[config.mk]
export PLATFORM = sky130hd
export DESIGN_NAME = seconds_to_calendar_date
export DESIGN_NICKNAME = d
export VERILOG_FILES = /design/src/design/sec2cal_pkg.sv /design/src/design/sec2cal_dp.sv /design/src/design/sec2cal_ctrl.sv /design/src/design/seconds_to_calendar_date.sv
export SDC_FILE = /design/constraint.sdc
export NUM_CORES = 1
export LEC_CHECK = 0
export BUFFER_PORTS_ARGS = -buffer_cell sky130_fd_sc_hd__buf_2
export CAP_MARGIN = 20
export CORE_AREA = 5 5 242 244
export CTS_BUF_LIST = sky130_fd_sc_hd__clkbuf_4
export CTS_CLUSTER_DIAMETER = 40
export CTS_CLUSTER_SIZE = 28
export DETAILED_ROUTE_END_ITERATION = 10
export DIE_AREA = 0 0 247 249
export SETUP_SLACK_MARGIN = 0.15
export SLEW_MARGIN = 25
export SYNTH_ARGS = -nofsm -noshare
export SYNTH_HDL_FRONTEND = slang
export SYNTH_SLANG_ARGS = --single-unit
export TNS_END_PERCENT = 50
[constraint.sdc]
create_clock -name clk -period 17.55 [get_ports clk]
set_input_delay 1.755 -clock clk [delete_from_list [all_inputs] [get_ports clk]]
set_output_delay 1.755 -clock clk [all_outputs]
set_load 0.02 [all_outputs]
[src/design/sec2cal_pkg.sv]
// ============================================================================
// sec2cal_pkg: shared types and constants for seconds_to_calendar_date
// Holds the divider select codes, the controller/datapath command and status
// structs, the time constants and the month length table.
// ============================================================================
`default_nettype none

package sec2cal_pkg;

    localparam int SecsW   = 32;
    localparam int DivisorW = 17;
    localparam int DaysW   = 16;
    localparam int YearW   = 12;
    localparam int YearCntW = 13;

    localparam logic [DivisorW-1:0] SECS_PER_DAY  = 17'd86400;
    localparam logic [DivisorW-1:0] SECS_PER_HOUR = 17'd3600;
    localparam logic [DivisorW-1:0] SECS_PER_MIN  = 17'd60;

    // reciprocals for the division passes, applied after dropping the
    // power-of-two factor of each divisor
    localparam logic [25:0] DAY_RECIP  = 26'd50903317;  // ceil(2^35 / 675)
    localparam logic [13:0] HOUR_RECIP = 14'd9321;      // ceil(2^21 / 225)
    localparam logic [10:0] MIN_RECIP  = 11'd1093;      // ceil(2^14 / 15)

    // each division pass: quotient step, then remainder step
    localparam logic DIV_STEP_LAST = 1'b1;

    localparam logic [YearW-1:0] BASE_YEAR_RESET = 12'd1970;

    localparam logic [YearW-1:0] LEAP_CYCLE      = 12'd400;
    localparam logic [YearW-1:0] LEAP_CYCLE_X4   = 12'd1600;
    localparam logic [YearW-1:0] LEAP_CYCLE_LAST = 12'd399;
    localparam logic [YearW-1:0] CENTURY_1       = 12'd100;
    localparam logic [YearW-1:0] CENTURY_2       = 12'd200;
    localparam logic [YearW-1:0] CENTURY_3       = 12'd300;

    localparam logic [8:0] YEAR_LEN_COMMON = 9'd365;
    localparam logic [8:0] YEAR_LEN_LEAP   = 9'd366;

    localparam logic [3:0] MONTH_FEB = 4'd1;
    localparam logic [3:0] MONTH_DEC = 4'd11;
    localparam logic [4:0] FEB_LEAP_LEN = 5'd29;

    typedef enum logic [1:0] {
        DIV_DAY  = 2'd0,
        DIV_HOUR = 2'd1,
        DIV_MIN  = 2'd2
    } div_sel_t;

    typedef struct packed {
        logic     load_item;
        logic     div_step;
        logic     div_last;
        div_sel_t div_sel;
        logic     year_step;
        logic     month_step;
        logic     month_end;
        logic     out_load;
    } cmd_t;

    typedef struct packed {
        logic year_fit;
        logic month_fit;
        logic month_last;
        logic out_busy;
    } status_t;

    function automatic logic [4:0] month_len(input logic [3:0] idx);
        logic [4:0] len;
        case (idx)
            4'd0:    len = 5'd31;
            4'd1:    len = 5'd28;
            4'd2:    len = 5'd31;
            4'd3:    len = 5'd30;
            4'd4:    len = 5'd31;
            4'd5:    len = 5'd30;
            4'd6:    len = 5'd31;
            4'd7:    len = 5'd31;
            4'd8:    len = 5'd30;
            4'd9:    len = 5'd31;
            4'd10:   len = 5'd30;
            4'd11:   len = 5'd31;
            default: len = 5'd31;
        endcase
        return len;
    endfunction

endpackage

`default_nettype wire

[src/design/sec2cal_dp.sv]
// ============================================================================
// sec2cal_dp: conversion datapath
// Reciprocal-multiply divider, leap-aware year and month reduction, base year
// register and the output register.
// ============================================================================
`default_nettype none

module sec2cal_dp
    import sec2cal_pkg::*;
(
    input  wire logic                clk,
    input  wire logic                rst_n,
    input  wire cmd_t                cmd,
    output status_t                  status,
    input  wire logic [SecsW-1:0]    elapsed_seconds,
    input  wire logic                cfg_valid,
    input  wire logic [YearW-1:0]    cfg_data,
    output logic                     m_tvalid,
    input  wire logic                m_tready,
    output logic [39:0]              m_tdata
);

    logic [YearW-1:0]    base_year_reg;
    logic                out_valid_reg;
    logic [39:0]         out_reg;

    logic [SecsW-1:0]    dvd_reg;
    logic [DaysW-1:0]    quo_reg;
    logic [DaysW-1:0]    days_reg;
    logic [YearCntW-1:0] year_reg;
    logic [YearW-1:0]    y400_reg;
    logic [3:0]          mon_reg;
    logic [4:0]          hour_reg;
    logic [5:0]          minute_reg;
    logic [5:0]          second_reg;
    logic [3:0]          month_out_reg;

    logic [DivisorW-1:0] divisor;
    logic [50:0]         day_prod;
    logic [26:0]         hour_prod;
    logic [20:0]         min_prod;
    logic [DaysW-1:0]    q_calc;
    logic [32:0]         back_prod;
    logic [DivisorW-1:0] rem_calc;
    logic                century;
    logic                leap;
    logic [8:0]          ylen;
    logic [4:0]          mlen;

    always_comb
    begin
        case (cmd.div_sel)
            DIV_DAY:  divisor = SECS_PER_DAY;
            DIV_HOUR: divisor = SECS_PER_HOUR;
            DIV_MIN:  divisor = SECS_PER_MIN;
            default:  divisor = SECS_PER_DAY;
        endcase
    end

    // quotient by reciprocal: 86400 = 128 * 675, 3600 = 16 * 225, 60 = 4 * 15
    assign day_prod  = dvd_reg[SecsW-1:7] * DAY_RECIP;
    assign hour_prod = dvd_reg[16:4] * HOUR_RECIP;
    assign min_prod  = dvd_reg[11:2] * MIN_RECIP;

    always_comb
    begin
        case (cmd.div_sel)
            DIV_DAY:  q_calc = day_prod[50:35];
            DIV_HOUR: q_calc = {10'b0, hour_prod[26:21]};
            DIV_MIN:  q_calc = {9'b0, min_prod[20:14]};
            default:  q_calc = day_prod[50:35];
        endcase
    end

    // remainder fits in 17 bits, so the low bits of the difference are exact
    assign back_prod = quo_reg * divisor;
    assign rem_calc  = dvd_reg[DivisorW-1:0] - back_prod[DivisorW-1:0];

    // leap rule on the running year; y400_reg is year mod 400 once reduced
    assign century = (y400_reg == '0) || (y400_reg == CENTURY_1) ||
                     (y400_reg == CENTURY_2) || (y400_reg == CENTURY_3);
    assign leap    = (y400_reg == '0) || ((year_reg[1:0] == 2'b00) && !century);
    assign ylen    = leap ? YEAR_LEN_LEAP : YEAR_LEN_COMMON;
    assign mlen    = ((mon_reg == MONTH_FEB) && leap) ? FEB_LEAP_LEN : month_len(mon_reg);

    assign status.year_fit   = (days_reg <= {{(DaysW-9){1'b0}}, ylen});
    assign status.month_fit  = (days_reg <= {{(DaysW-5){1'b0}}, mlen});
    assign status.month_last = (mon_reg == MONTH_DEC);
    assign status.out_busy   = out_valid_reg && !m_tready;

    always_ff @(posedge clk or negedge rst_n)
    begin
        if (!rst_n)
        begin
            base_year_reg <= BASE_YEAR_RESET;
            out_valid_reg <= 1'b0;
        end
        else
        begin
            if (cfg_valid)
            begin
                base_year_reg <= cfg_data;
            end
            if (cmd.out_load)
            begin
                out_valid_reg <= 1'b1;
            end
            else if (m_tready)
            begin
                out_valid_reg <= 1'b0;
            end
        end
    end

    always_ff @(posedge clk)
    begin
        if (cmd.load_item)
        begin
            dvd_reg  <= elapsed_seconds;
            year_reg <= {1'b0, base_year_reg};
            y400_reg <= base_year_reg;
            mon_reg  <= '0;
        end
        if (cmd.div_step)
        begin
            // reduce the year mod 400 in the background; at most four steps
            if (y400_reg >= LEAP_CYCLE_X4)
            begin
                y400_reg <= y400_reg - LEAP_CYCLE_X4;
            end
            else if (y400_reg >= LEAP_CYCLE)
            begin
                y400_reg <= y400_reg - LEAP_CYCLE;
            end
            if (cmd.div_last)
            begin
                case (cmd.div_sel)
                    DIV_DAY:
                    begin
                        days_reg <= quo_reg + {{(DaysW-1){1'b0}}, 1'b1};
                        dvd_reg  <= {{(SecsW-DivisorW){1'b0}}, rem_calc};
                    end
                    DIV_HOUR:
                    begin
                        hour_reg <= quo_reg[4:0];
                        dvd_reg  <= {{(SecsW-12){1'b0}}, rem_calc[11:0]};
                    end
                    DIV_MIN:
                    begin
                        minute_reg <= quo_reg[5:0];
                        second_reg <= rem_calc[5:0];
                    end
                    default:
                    begin
                        days_reg <= days_reg;
                    end
                endcase
            end
            else
            begin
                quo_reg <= q_calc;
            end
        end
        if (cmd.year_step)
        begin
            days_reg <= days_reg - {{(DaysW-9){1'b0}}, ylen};
            year_reg <= year_reg + {{(YearCntW-1){1'b0}}, 1'b1};
            y400_reg <= (y400_reg == LEAP_CYCLE_LAST) ? '0
                                                      : y400_reg + {{(YearW-1){1'b0}}, 1'b1};
        end
        if (cmd.month_step)
        begin
            days_reg <= days_reg - {{(DaysW-5){1'b0}}, mlen};
            mon_reg  <= mon_reg + 4'd1;
        end
        if (cmd.month_end)
        begin
            month_out_reg <= mon_reg + 4'd1;
            if (!status.month_fit)
            begin
                days_reg <= days_reg - {{(DaysW-5){1'b0}}, mlen};
            end
        end
        if (cmd.out_load)
        begin
            out_reg <= {2'b00, second_reg, minute_reg, hour_reg, days_reg[4:0],
                        month_out_reg, year_reg[YearW-1:0]};
        end
    end

    assign m_tvalid = out_valid_reg;
    assign m_tdata  = out_reg;

`ifndef SYNTH
    a_year_step_needs_excess: assert property (@(posedge clk) disable iff (!rst_n)
        cmd.year_step |-> !status.year_fit)
        else $error("year subtracted while the day count fits in it");

    a_result_month_valid: assert property (@(posedge clk) disable iff (!rst_n)
        cmd.out_load |=> m_tvalid && (m_tdata[15:12] != 4'd0) && (m_tdata[15:12] <= 4'd12))
        else $error("result month out of range");
`endif

endmodule

`default_nettype wire

[src/design/sec2cal_ctrl.sv]
// ============================================================================
// sec2cal_ctrl: conversion sequencer
// One-hot state machine stepping the divider passes, the year and month
// reduction and the result hand-off.
// ============================================================================
`default_nettype none

module sec2cal_ctrl
    import sec2cal_pkg::*;
(
    input  wire logic    clk,
    input  wire logic    rst_n,
    input  wire logic    s_tvalid,
    output logic         s_tready,
    input  wire status_t status,
    output cmd_t         cmd
);

    typedef enum logic [6:0] {
        S_IDLE  = 7'b0000001,
        S_DAY   = 7'b0000010,
        S_HOUR  = 7'b0000100,
        S_MIN   = 7'b0001000,
        S_YEAR  = 7'b0010000,
        S_MONTH = 7'b0100000,
        S_OUT   = 7'b1000000
    } state_t;

    state_t     state_reg;
    state_t     state_next;
    logic       cnt_reg;
    logic       cnt_next;

    always_comb
    begin
        state_next = state_reg;
        cnt_next   = cnt_reg;
        cmd        = '0;
        cmd.div_sel = DIV_DAY;
        s_tready   = 1'b0;
        case (state_reg)
            S_IDLE:
            begin
                s_tready = 1'b1;
                if (s_tvalid)
                begin
                    cmd.load_item = 1'b1;
                    cnt_next      = '0;
                    state_next    = S_DAY;
                end
            end
            S_DAY:
            begin
                cmd.div_step = 1'b1;
                cmd.div_sel  = DIV_DAY;
                cnt_next     = cnt_reg + 1'b1;
                if (cnt_reg == DIV_STEP_LAST)
                begin
                    cmd.div_last = 1'b1;
                    cnt_next     = '0;
                    state_next   = S_HOUR;
                end
            end
            S_HOUR:
            begin
                cmd.div_step = 1'b1;
                cmd.div_sel  = DIV_HOUR;
                cnt_next     = cnt_reg + 1'b1;
                if (cnt_reg == DIV_STEP_LAST)
                begin
                    cmd.div_last = 1'b1;
                    cnt_next     = '0;
                    state_next   = S_MIN;
                end
            end
            S_MIN:
            begin
                cmd.div_step = 1'b1;
                cmd.div_sel  = DIV_MIN;
                cnt_next     = cnt_reg + 1'b1;
                if (cnt_reg == DIV_STEP_LAST)
                begin
                    cmd.div_last = 1'b1;
                    cnt_next     = '0;
                    state_next   = S_YEAR;
                end
            end
            S_YEAR:
            begin
                if (status.year_fit)
                begin
                    state_next = S_MONTH;
                end
                else
                begin
                    cmd.year_step = 1'b1;
                end
            end
            S_MONTH:
            begin
                if (status.month_fit || status.month_last)
                begin
                    cmd.month_end = 1'b1;
                    state_next    = S_OUT;
                end
                else
                begin
                    cmd.month_step = 1'b1;
                end
            end
            S_OUT:
            begin
                if (!status.out_busy)
                begin
                    cmd.out_load = 1'b1;
                    state_next   = S_IDLE;
                end
            end
            default:
            begin
                state_next = S_IDLE;
            end
        endcase
    end

    always_ff @(posedge clk or negedge rst_n)
    begin
        if (!rst_n)
        begin
            state_reg <= S_IDLE;
            cnt_reg   <= '0;
        end
        else
        begin
            state_reg <= state_next;
            cnt_reg   <= cnt_next;
        end
    end

`ifndef SYNTH
    a_accept_starts_divide: assert property (@(posedge clk) disable iff (!rst_n)
        (s_tvalid && s_tready) |=> (state_reg == S_DAY) && (cnt_reg == 1'b0))
        else $error("accepted request did not start the day division");

    a_day_pass_length: assert property (@(posedge clk) disable iff (!rst_n)
        ((state_reg == S_DAY) && (cnt_reg == DIV_STEP_LAST)) |=>
            (state_reg == S_HOUR) && (cnt_reg == 1'b0))
        else $error("day division did not hand over to the hour division");
`endif

endmodule

`default_nettype wire

[src/design/seconds_to_calendar_date.sv]
// ============================================================================
// seconds_to_calendar_date: epoch seconds to Gregorian date and time
// Converts a 32-bit seconds count since January 1 of a programmable base
// year into year, month, day, hour, minute and second.
// ============================================================================
//
// One request is converted at a time. After acceptance, three division
// passes (quotient by reciprocal multiply, then remainder) split the
// count by 86400, 3600 and 60; then whole years are subtracted one per
// cycle under the full Gregorian leap rule, then months one per cycle
// with a 29-day February in leap years. Up to 136 whole years are stepped.
// The hand-off holds while a previous result still waits on m_tready.
// The result sits in an output register, so the next request is accepted
// while the previous result waits on m_tready. The base year register
// resets to 1970 and should be written only while the block is idle;
// cfg_ready is always high. The year field carries the low 12 bits of the
// year, while leap decisions use the full year.
`default_nettype none

module seconds_to_calendar_date
    import sec2cal_pkg::*;
(
    input  wire logic        clk,
    input  wire logic        rst_n,
    input  wire logic        s_tvalid,
    output logic             s_tready,
    input  wire logic [31:0] s_tdata,   // [31:0] elapsed_seconds
    output logic             m_tvalid,
    input  wire logic        m_tready,
    output logic [39:0]      m_tdata,   // [11:0] year, [15:12] month, [20:16] day,
                                        // [25:21] hour, [31:26] minute,
                                        // [37:32] second, [39:38] zero
    input  wire logic        cfg_valid,
    output logic             cfg_ready,
    input  wire logic [11:0] cfg_data   // [11:0] base_year
);

    cmd_t    cmd;
    status_t status;

    // configuration is taken in any cycle
    assign cfg_ready = 1'b1;

    sec2cal_ctrl u_ctrl (
        .clk      (clk),
        .rst_n    (rst_n),
        .s_tvalid (s_tvalid),
        .s_tready (s_tready),
        .status   (status),
        .cmd      (cmd)
    );

    sec2cal_dp u_dp (
        .clk             (clk),
        .rst_n           (rst_n),
        .cmd             (cmd),
        .status          (status),
        .elapsed_seconds (s_tdata),
        .cfg_valid       (cfg_valid),
        .cfg_data        (cfg_data),
        .m_tvalid        (m_tvalid),
        .m_tready        (m_tready),
        .m_tdata         (m_tdata)
    );

endmodule

`default_nettype wire

# --- Word-level counts from Yosys, hierarchy flattened ---
# Memories as Yosys holds them, arrays and structs flattened. A register that Yosys moved wholly into a read port is not among the register bits.
# Cells that the tools add are included.
totals:
  reg_bits: 173
  romBits: 32
  input_bits: 49
  word_cells: 131
  memories: 1
memory_table:
  columns: ["memory", "depth", "word_bits", "rd", "rd_clocked_by_memory_dff", "write_ports", "line", "rtl"]
  rows:
  - ["(no name shown)", 16, 2, 1, 1, 0, "sec2cal_pkg.sv:71", "case (idx)"]
classes:
  n_addsub: 10
  mul: 4
  n_lt_le_gt_ge: 4
  n_eq_ne: 22
  muxes: 51
  n_bitwise: 1
  reduce_logical: 23
op_table:
  columns: ["cell", "count"]
  rows:
  - ["16-bit two-way mux", 7]
  - ["32-bit two-way mux", 3]
  - ["12-bit two-way mux", 6]
  - ["32-bit case mux with 2 select lines", 1]
  - ["25-bit by 26-bit multiplier with 51-bit output, second input constant", 1]
  - ["7-bit two-way mux", 7]
  - ["7-bit case mux with 7 select lines", 1]
  - ["17-bit case mux with 2 select lines", 1]
  - ["16-bit case mux with 2 select lines", 1]
  - ["13-bit by 14-bit multiplier with 27-bit output, second input constant", 1]
  - ["13-bit two-way mux", 2]
  - ["12-bit by 9-bit == test with 1-bit output, second input constant", 2]
  - ["10-bit by 11-bit multiplier with 21-bit output, second input constant", 1]
  - ["16-bit by 17-bit multiplier with 17-bit output", 1]
  - ["17-bit subtractor", 1]
  - ["16-bit by 1-bit adder with 16-bit output, second input constant", 1]
  - ["16-bit by 5-bit less-or-equal comparator with 1-bit output", 1]
  - ["16-bit by 9-bit less-or-equal comparator with 1-bit output", 1]
  - ["16-bit by 5-bit subtractor with 16-bit output", 1]
  - ["16-bit by 9-bit subtractor with 16-bit output", 1]
  - ["1-bit two-way mux", 14]
  - ["13-bit by 1-bit adder with 13-bit output, second input constant", 1]
  - ["12-bit by 1-bit adder with 12-bit output, second input constant", 1]
  - ["12-bit by 7-bit == test with 1-bit output, second input constant", 1]
  - ["36 further kinds", 57]

# --- Depth between registers and ports, before layout ---
logic_depth:
  depth_word: 16
  depth_mapped: 27

# --- Hierarchy ---
# From an unflattened synthesis, not the netlist that was laid out.
unflattened:
  hier_cells: 2555
  hier_area_um2: 25131.6
by_module_without_submodules:
  columns: ["module", "n_inst", "cells_per_inst", "area_per_inst_um2"]
  rows:
  - ["sec2cal_dp", 1, 2490, 24508.5]
  - ["sec2cal_ctrl", 1, 63, 611.8]
  - ["seconds_to_calendar_date", 1, 2, 11.3]

# --- Least setup slack after synthesis ---
# Ideal clock, no wire load.
synth_path:
  kind: "register to register"
  from: "reg u_ctrl.state_reg[5]"
  to: "reg u_dp.dvd_reg[15]"
  setup_time_ns: 0.133
  t_arrival_ns: 6.911
  required_ns: 17.417
  slack_ns: 10.505
  stages_incl_launch_ff: 24
  n_path_buf: 2
  cell_sequence: "dfrtp_1 > nor4_4 > or4b_2 > inv_1 > ha_1 > clkbuf_1 > clkbuf_1 > nand2_1 > fa_1 > inv_1 > fa_1 > inv_1 > fa_1 > fa_1 > fa_1 > inv_1 > fa_1 > inv_1 > ha_1 > and3_1 > a211o_1 > a21oi_1 > xor2_1 > o22ai_1"
synth_via:
  elab_chain_cells: 9
  elab_cells_between_ends: 16
synth_rtl:
  columns: ["item", "line", "rtl"]
  rows:
  - ["from (decl)", "sec2cal_ctrl.sv:29", "state_t state_reg;"]
  - ["from (signal assigned)", "sec2cal_ctrl.sv:135", "state_reg <= state_next;"]
  - ["7-bit by 4-bit == test with 1-bit output, or another cell as far along", "sec2cal_ctrl.sv:41", "case (state_reg)"]
  - ["4-bit case mux with 3 select lines", "sec2cal_ctrl.sv:41", null]
  - ["2-bit == test or 2-bit by 1-bit == test with 1-bit output (tied branches)", "sec2cal_dp.sv:52, sec2cal_dp.sv:137", null]
  - ["17-bit case mux with 2 select lines", "sec2cal_dp.sv:52", "case (cmd.div_sel)"]
  - ["16-bit by 17-bit multiplier with 17-bit output", "sec2cal_dp.sv:76", "assign back_prod = quo_reg * divisor;"]
  - ["17-bit subtractor", "sec2cal_dp.sv:77", "assign rem_calc = dvd_reg[DivisorW-1:0] - back_prod[DivisorW-1:0];"]
  - ["32-bit case mux with 2 select lines", "sec2cal_dp.sv:137", "case (cmd.div_sel)"]
  - ["32-bit two-way mux", "sec2cal_dp.sv:135", "if (cmd.div_last)"]
  - ["32-bit two-way mux (*)", "sec2cal_dp.sv:124", "if (cmd.div_step)"]
  - ["to (signal assigned)", "sec2cal_dp.sv:119", "dvd_reg <= elapsed_seconds;"]
  - ["to (signal assigned)", "sec2cal_dp.sv:141", "dvd_reg <= {{(SecsW-DivisorW){1'b0}}, rem_calc};"]
  - ["to (signal assigned)", "sec2cal_dp.sv:146", "dvd_reg <= {{(SecsW-12){1'b0}}, rem_calc[11:0]};"]
  - ["to (decl)", "sec2cal_dp.sv:27", "logic [SecsW-1:0] dvd_reg;"]
# Every way passes the cells marked *; elsewhere a longest branch is shown, timed or not.
# A chain may end at the register's enable or synchronous reset.

# --- Final worst setup path ---
layout_path:
  from: "reg u_ctrl.state_reg[5]"
  to: "reg u_dp.dvd_reg[16]"
# The elaborated chain is that of the path after synthesis.

==> results.tsv <==
metric	value	unit
TritonCTS clock tree	yes	
core box area	56100	sq um
H-tree levels	4	
Die Footprint	61500	sq um
vias	17500	
leading post-synthesis cells by cell area	ha_1, fa_1, edfxtp_1, inv_1, dfxtp_1	
DR WL met3	1830	microns
M1 WL	26900	microns
Data required, critical path	18110	ps
slew at the pin with the worst max-slew slack	876	ps
FMAX	0.133	GHz
Max stage delay cell, worst path	or4b_2	
worst-path cell chain	nor4_4, or4b_2, inv_1, ha_1, buf_4, inv_1, nand2_1, fa_1, fa_1, inv_1, ha_1, fa_1, ha_1, fa_1, inv_1, ha_1, or3_1, a311oi_2, o31ai_1, or4_1, a31oi_2, xnor2_1, o22ai_1	
max FFs per register	38	
ys flop type	edfxtp_1	
Initial DRT Pass Iterations	7	
GR Util All Layers	20.5	%
DRC	0	
DIE HEIGHT	249	microns
crit share post-route	43.0	%
cts hold-fix bufs	0	
# resized after CTS	0	
Synth area leader	ha_1	
Synth top cells by count	inv_1, ha_1, fa_1	
fin. max-slew vios	0	
post-synth cell types	90	
RSZ-0062 raised after global routing	no	
global-route wire length before repair	100000	microns
CTS Buf Count	17	
most numerous cell in the Yosys netlist	inv_1	
cell family with most CP delay	adder cells	
FP Rows	87	
Syn Inst Count	2535	
Final #Nets	3450	
slowest stage delay, CP	730	ps
post-synthesis cell area	24900	sq um
sequential area share after synthesis	18.4	%
synth warn	0	
setup bufs post-CTS	0	
HP Class	reg -> reg	
max cap viols	0	
Async S/R FF share, synth	12.1	%
Yosys top cell area share	25.5	%
final setup vio count	0	
status	completed	
register bit count reported by yosys	174	
CTS max path bufs	2	
Slew Limit Headroom	41.6	%
total negative slack	0	ps
starting DRC count in detailed routing	778	
Total Routed Length	60400	microns
DR WL/cell	17.9	microns
Worst Hold Slack	425	ps
GPL Wtd Cong	0.880	
Clock Latency Late Sink	750	ps
initial cell density of the core	44.4	%
fill count	5300	
placed cell count	3342	
CTS sink count	174	
vias in the first global route	18800	
Final Skew	68.2	ps
final worst path period need	7550	ps
IO buf count	88	
Ports	92	
Post-synth EDFFs	97	
Fin. Hold Viols	0	
Vias/cell	5.19	
Critical path buffers and inverters	5	
Final ANT Viol Nets	0	
met2 wire length	30200	microns
total congestion overflow	0	
crit end category	flip-flop	
CP max FO	34	
DP HPWL	49900	microns
CTS root buf	clkbuf_4	
Worst Setup Path Type	reg -> reg	
top layer in use	met5	
Area Overhead vs Synth	6.43	%
Crit path arrival time	8110	ps
Syn Area/Cell	9.82	sq um
layout cells sized above 1	7.56	%
die width	247	microns
initial antenna violation count	4	
Worst-path clk slew	170	ps
Non-Filler Instances	3375	
nature of the critical path startpoint	flip-flop	
largest net degree at the start of global routing	61	
==> per-stage QoR <==
| step | setup slack, ps | util [%] | area (sq um) |
|---|---|---|---|
| detailed placement | 10000 | 46.7 | 26200 |
| floorplan | 10510 | - | 24900 |
| CTS | 9980 | 47.2 | 26500 |
| global placement | 10120 | 46.6 | 26100 |
| finish | 10010 | 47.2 | 26500 |
| global route | 9570 | 47.2 | 26500 |
==> placed cells by master, fill, tap and decap left out, types with 7 or more instances in the layout <==
| cell | Yosys | routed |
|---|---|---|
| inv_1 | 581 | 581 |
| ha_1 | 508 | 508 |
| fa_1 | 288 | 288 |
| nand2_1 | 153 | 153 |
| edfxtp_1 | 97 | 97 |
| a21oi_1 | 93 | 92 |
| buf_2 | 13 | 88 |
| nor2_1 | 79 | 79 |
| o21ai_0 | 70 | 69 |
| xnor2_1 | 65 | 65 |
| dfxtp_1 | 56 | 56 |
| nand3_1 | 39 | 39 |
| xor2_1 | 39 | 39 |
| a21o_1 | 25 | 25 |
| and2_1 | 25 | 24 |
| mux2i_1 | 23 | 23 |
| and3_1 | 20 | 20 |
| nor2b_1 | 20 | 19 |
| nand4_1 | 19 | 19 |
| buf_4 | 8 | 18 |
| clkbuf_4 | 0 | 17 |
| o22ai_1 | 16 | 16 |
| nor3_1 | 15 | 15 |
| o31ai_1 | 14 | 14 |
| o21ai_1 | 12 | 13 |
| mux2_2 | 13 | 13 |
| dfrtp_1 | 13 | 13 |
| a31oi_1 | 12 | 12 |
| or3_1 | 12 | 12 |
| nor3b_1 | 9 | 9 |
| nand2b_1 | 9 | 9 |
| o211ai_1 | 9 | 9 |
| a211oi_1 | 9 | 9 |
| dfstp_2 | 8 | 8 |
| nand3b_1 | 7 | 7 |
==> logic make-up (layout without fill, tap and decap cells) <==
family                   count (synthesis)  count (layout)  share of synthesized area, %
other                                    2               4                        0.0302
flip-flops                             174             174                          18.4
AND/OR/NAND/NOR                        442             442                          8.87
AO/OA/AOI/OAI                          342             342                          8.96
XOR/XNOR                               104             104                          3.66
multiplexers                            36              36                          1.51
adder cells (fa/ha/maj)                796             796                          48.7
buffers and inverters                  639             721                          9.89
==> worst register-to-register path, stage by stage, from the launching register on <==
cell	delay, ps
dfrtp_1	500
nor4_4	460
or4b_2	730
inv_1	120
ha_1	230
buf_4	250
inv_1	500
nand2_1	140
fa_1	490
fa_1	540
inv_1	40
ha_1	200
fa_1	470
ha_1	300
fa_1	540
inv_1	40
ha_1	220
or3_1	400
a311oi_2	240
o31ai_1	160
or4_1	430
a31oi_2	190
xnor2_1	130
o22ai_1	90
==> final cells by class <==
class                      instances  area (sq um)  area share [%]
multi-input combinational       1723         17900            67.5
sequential                       174          4570            17.3
inverter                         582          2180            8.25
tap                              756           946            3.57
timing repair buffer             107           596            2.25
clock inverter                    15           181           0.685
clock buffer                      17           128           0.482
antenna                            1          2.50         0.00945
==> final timing paths <==
kind                                            startpoint                                 to  slack (ps)  depth (start not counted)
max in group asynchronous                            rst_n  u_dp.base_year_reg[7]$_DFFE_PN1P_       16160                          1
min in group asynchronous                            rst_n          u_dp.m_tvalid$_DFFE_PN0P_        1010                          1
max                        u_ctrl.state_reg[5]$_DFFE_PN0P_           u_dp.dvd_reg[16]$_DFF_P_       10010                         23
max reg2reg                u_ctrl.state_reg[5]$_DFFE_PN0P_           u_dp.dvd_reg[16]$_DFF_P_       10010                         23
min reg2reg                     u_dp.hour_reg[2]$_DFFE_PP_         u_dp.m_tdata[23]$_DFFE_PP_         420                          0
min                             u_dp.hour_reg[2]$_DFFE_PP_         u_dp.m_tdata[23]$_DFFE_PP_         420                          0
==> per-layer routing <==
| metal | global-route usage (%) | vias to the layer above |
|---|---|---|
| li1 | - | 8476 |
| met1 | 26.7 | 8645 |
| met2 | 35.7 | 300 |
| met3 | 2.66 | 87 |
| met4 | 5.68 | 6 |
| met5 | 0 | - |
Power is not shown: default switching activity piles up to over one toggle a cycle in this logic, so the estimate is an artifact.
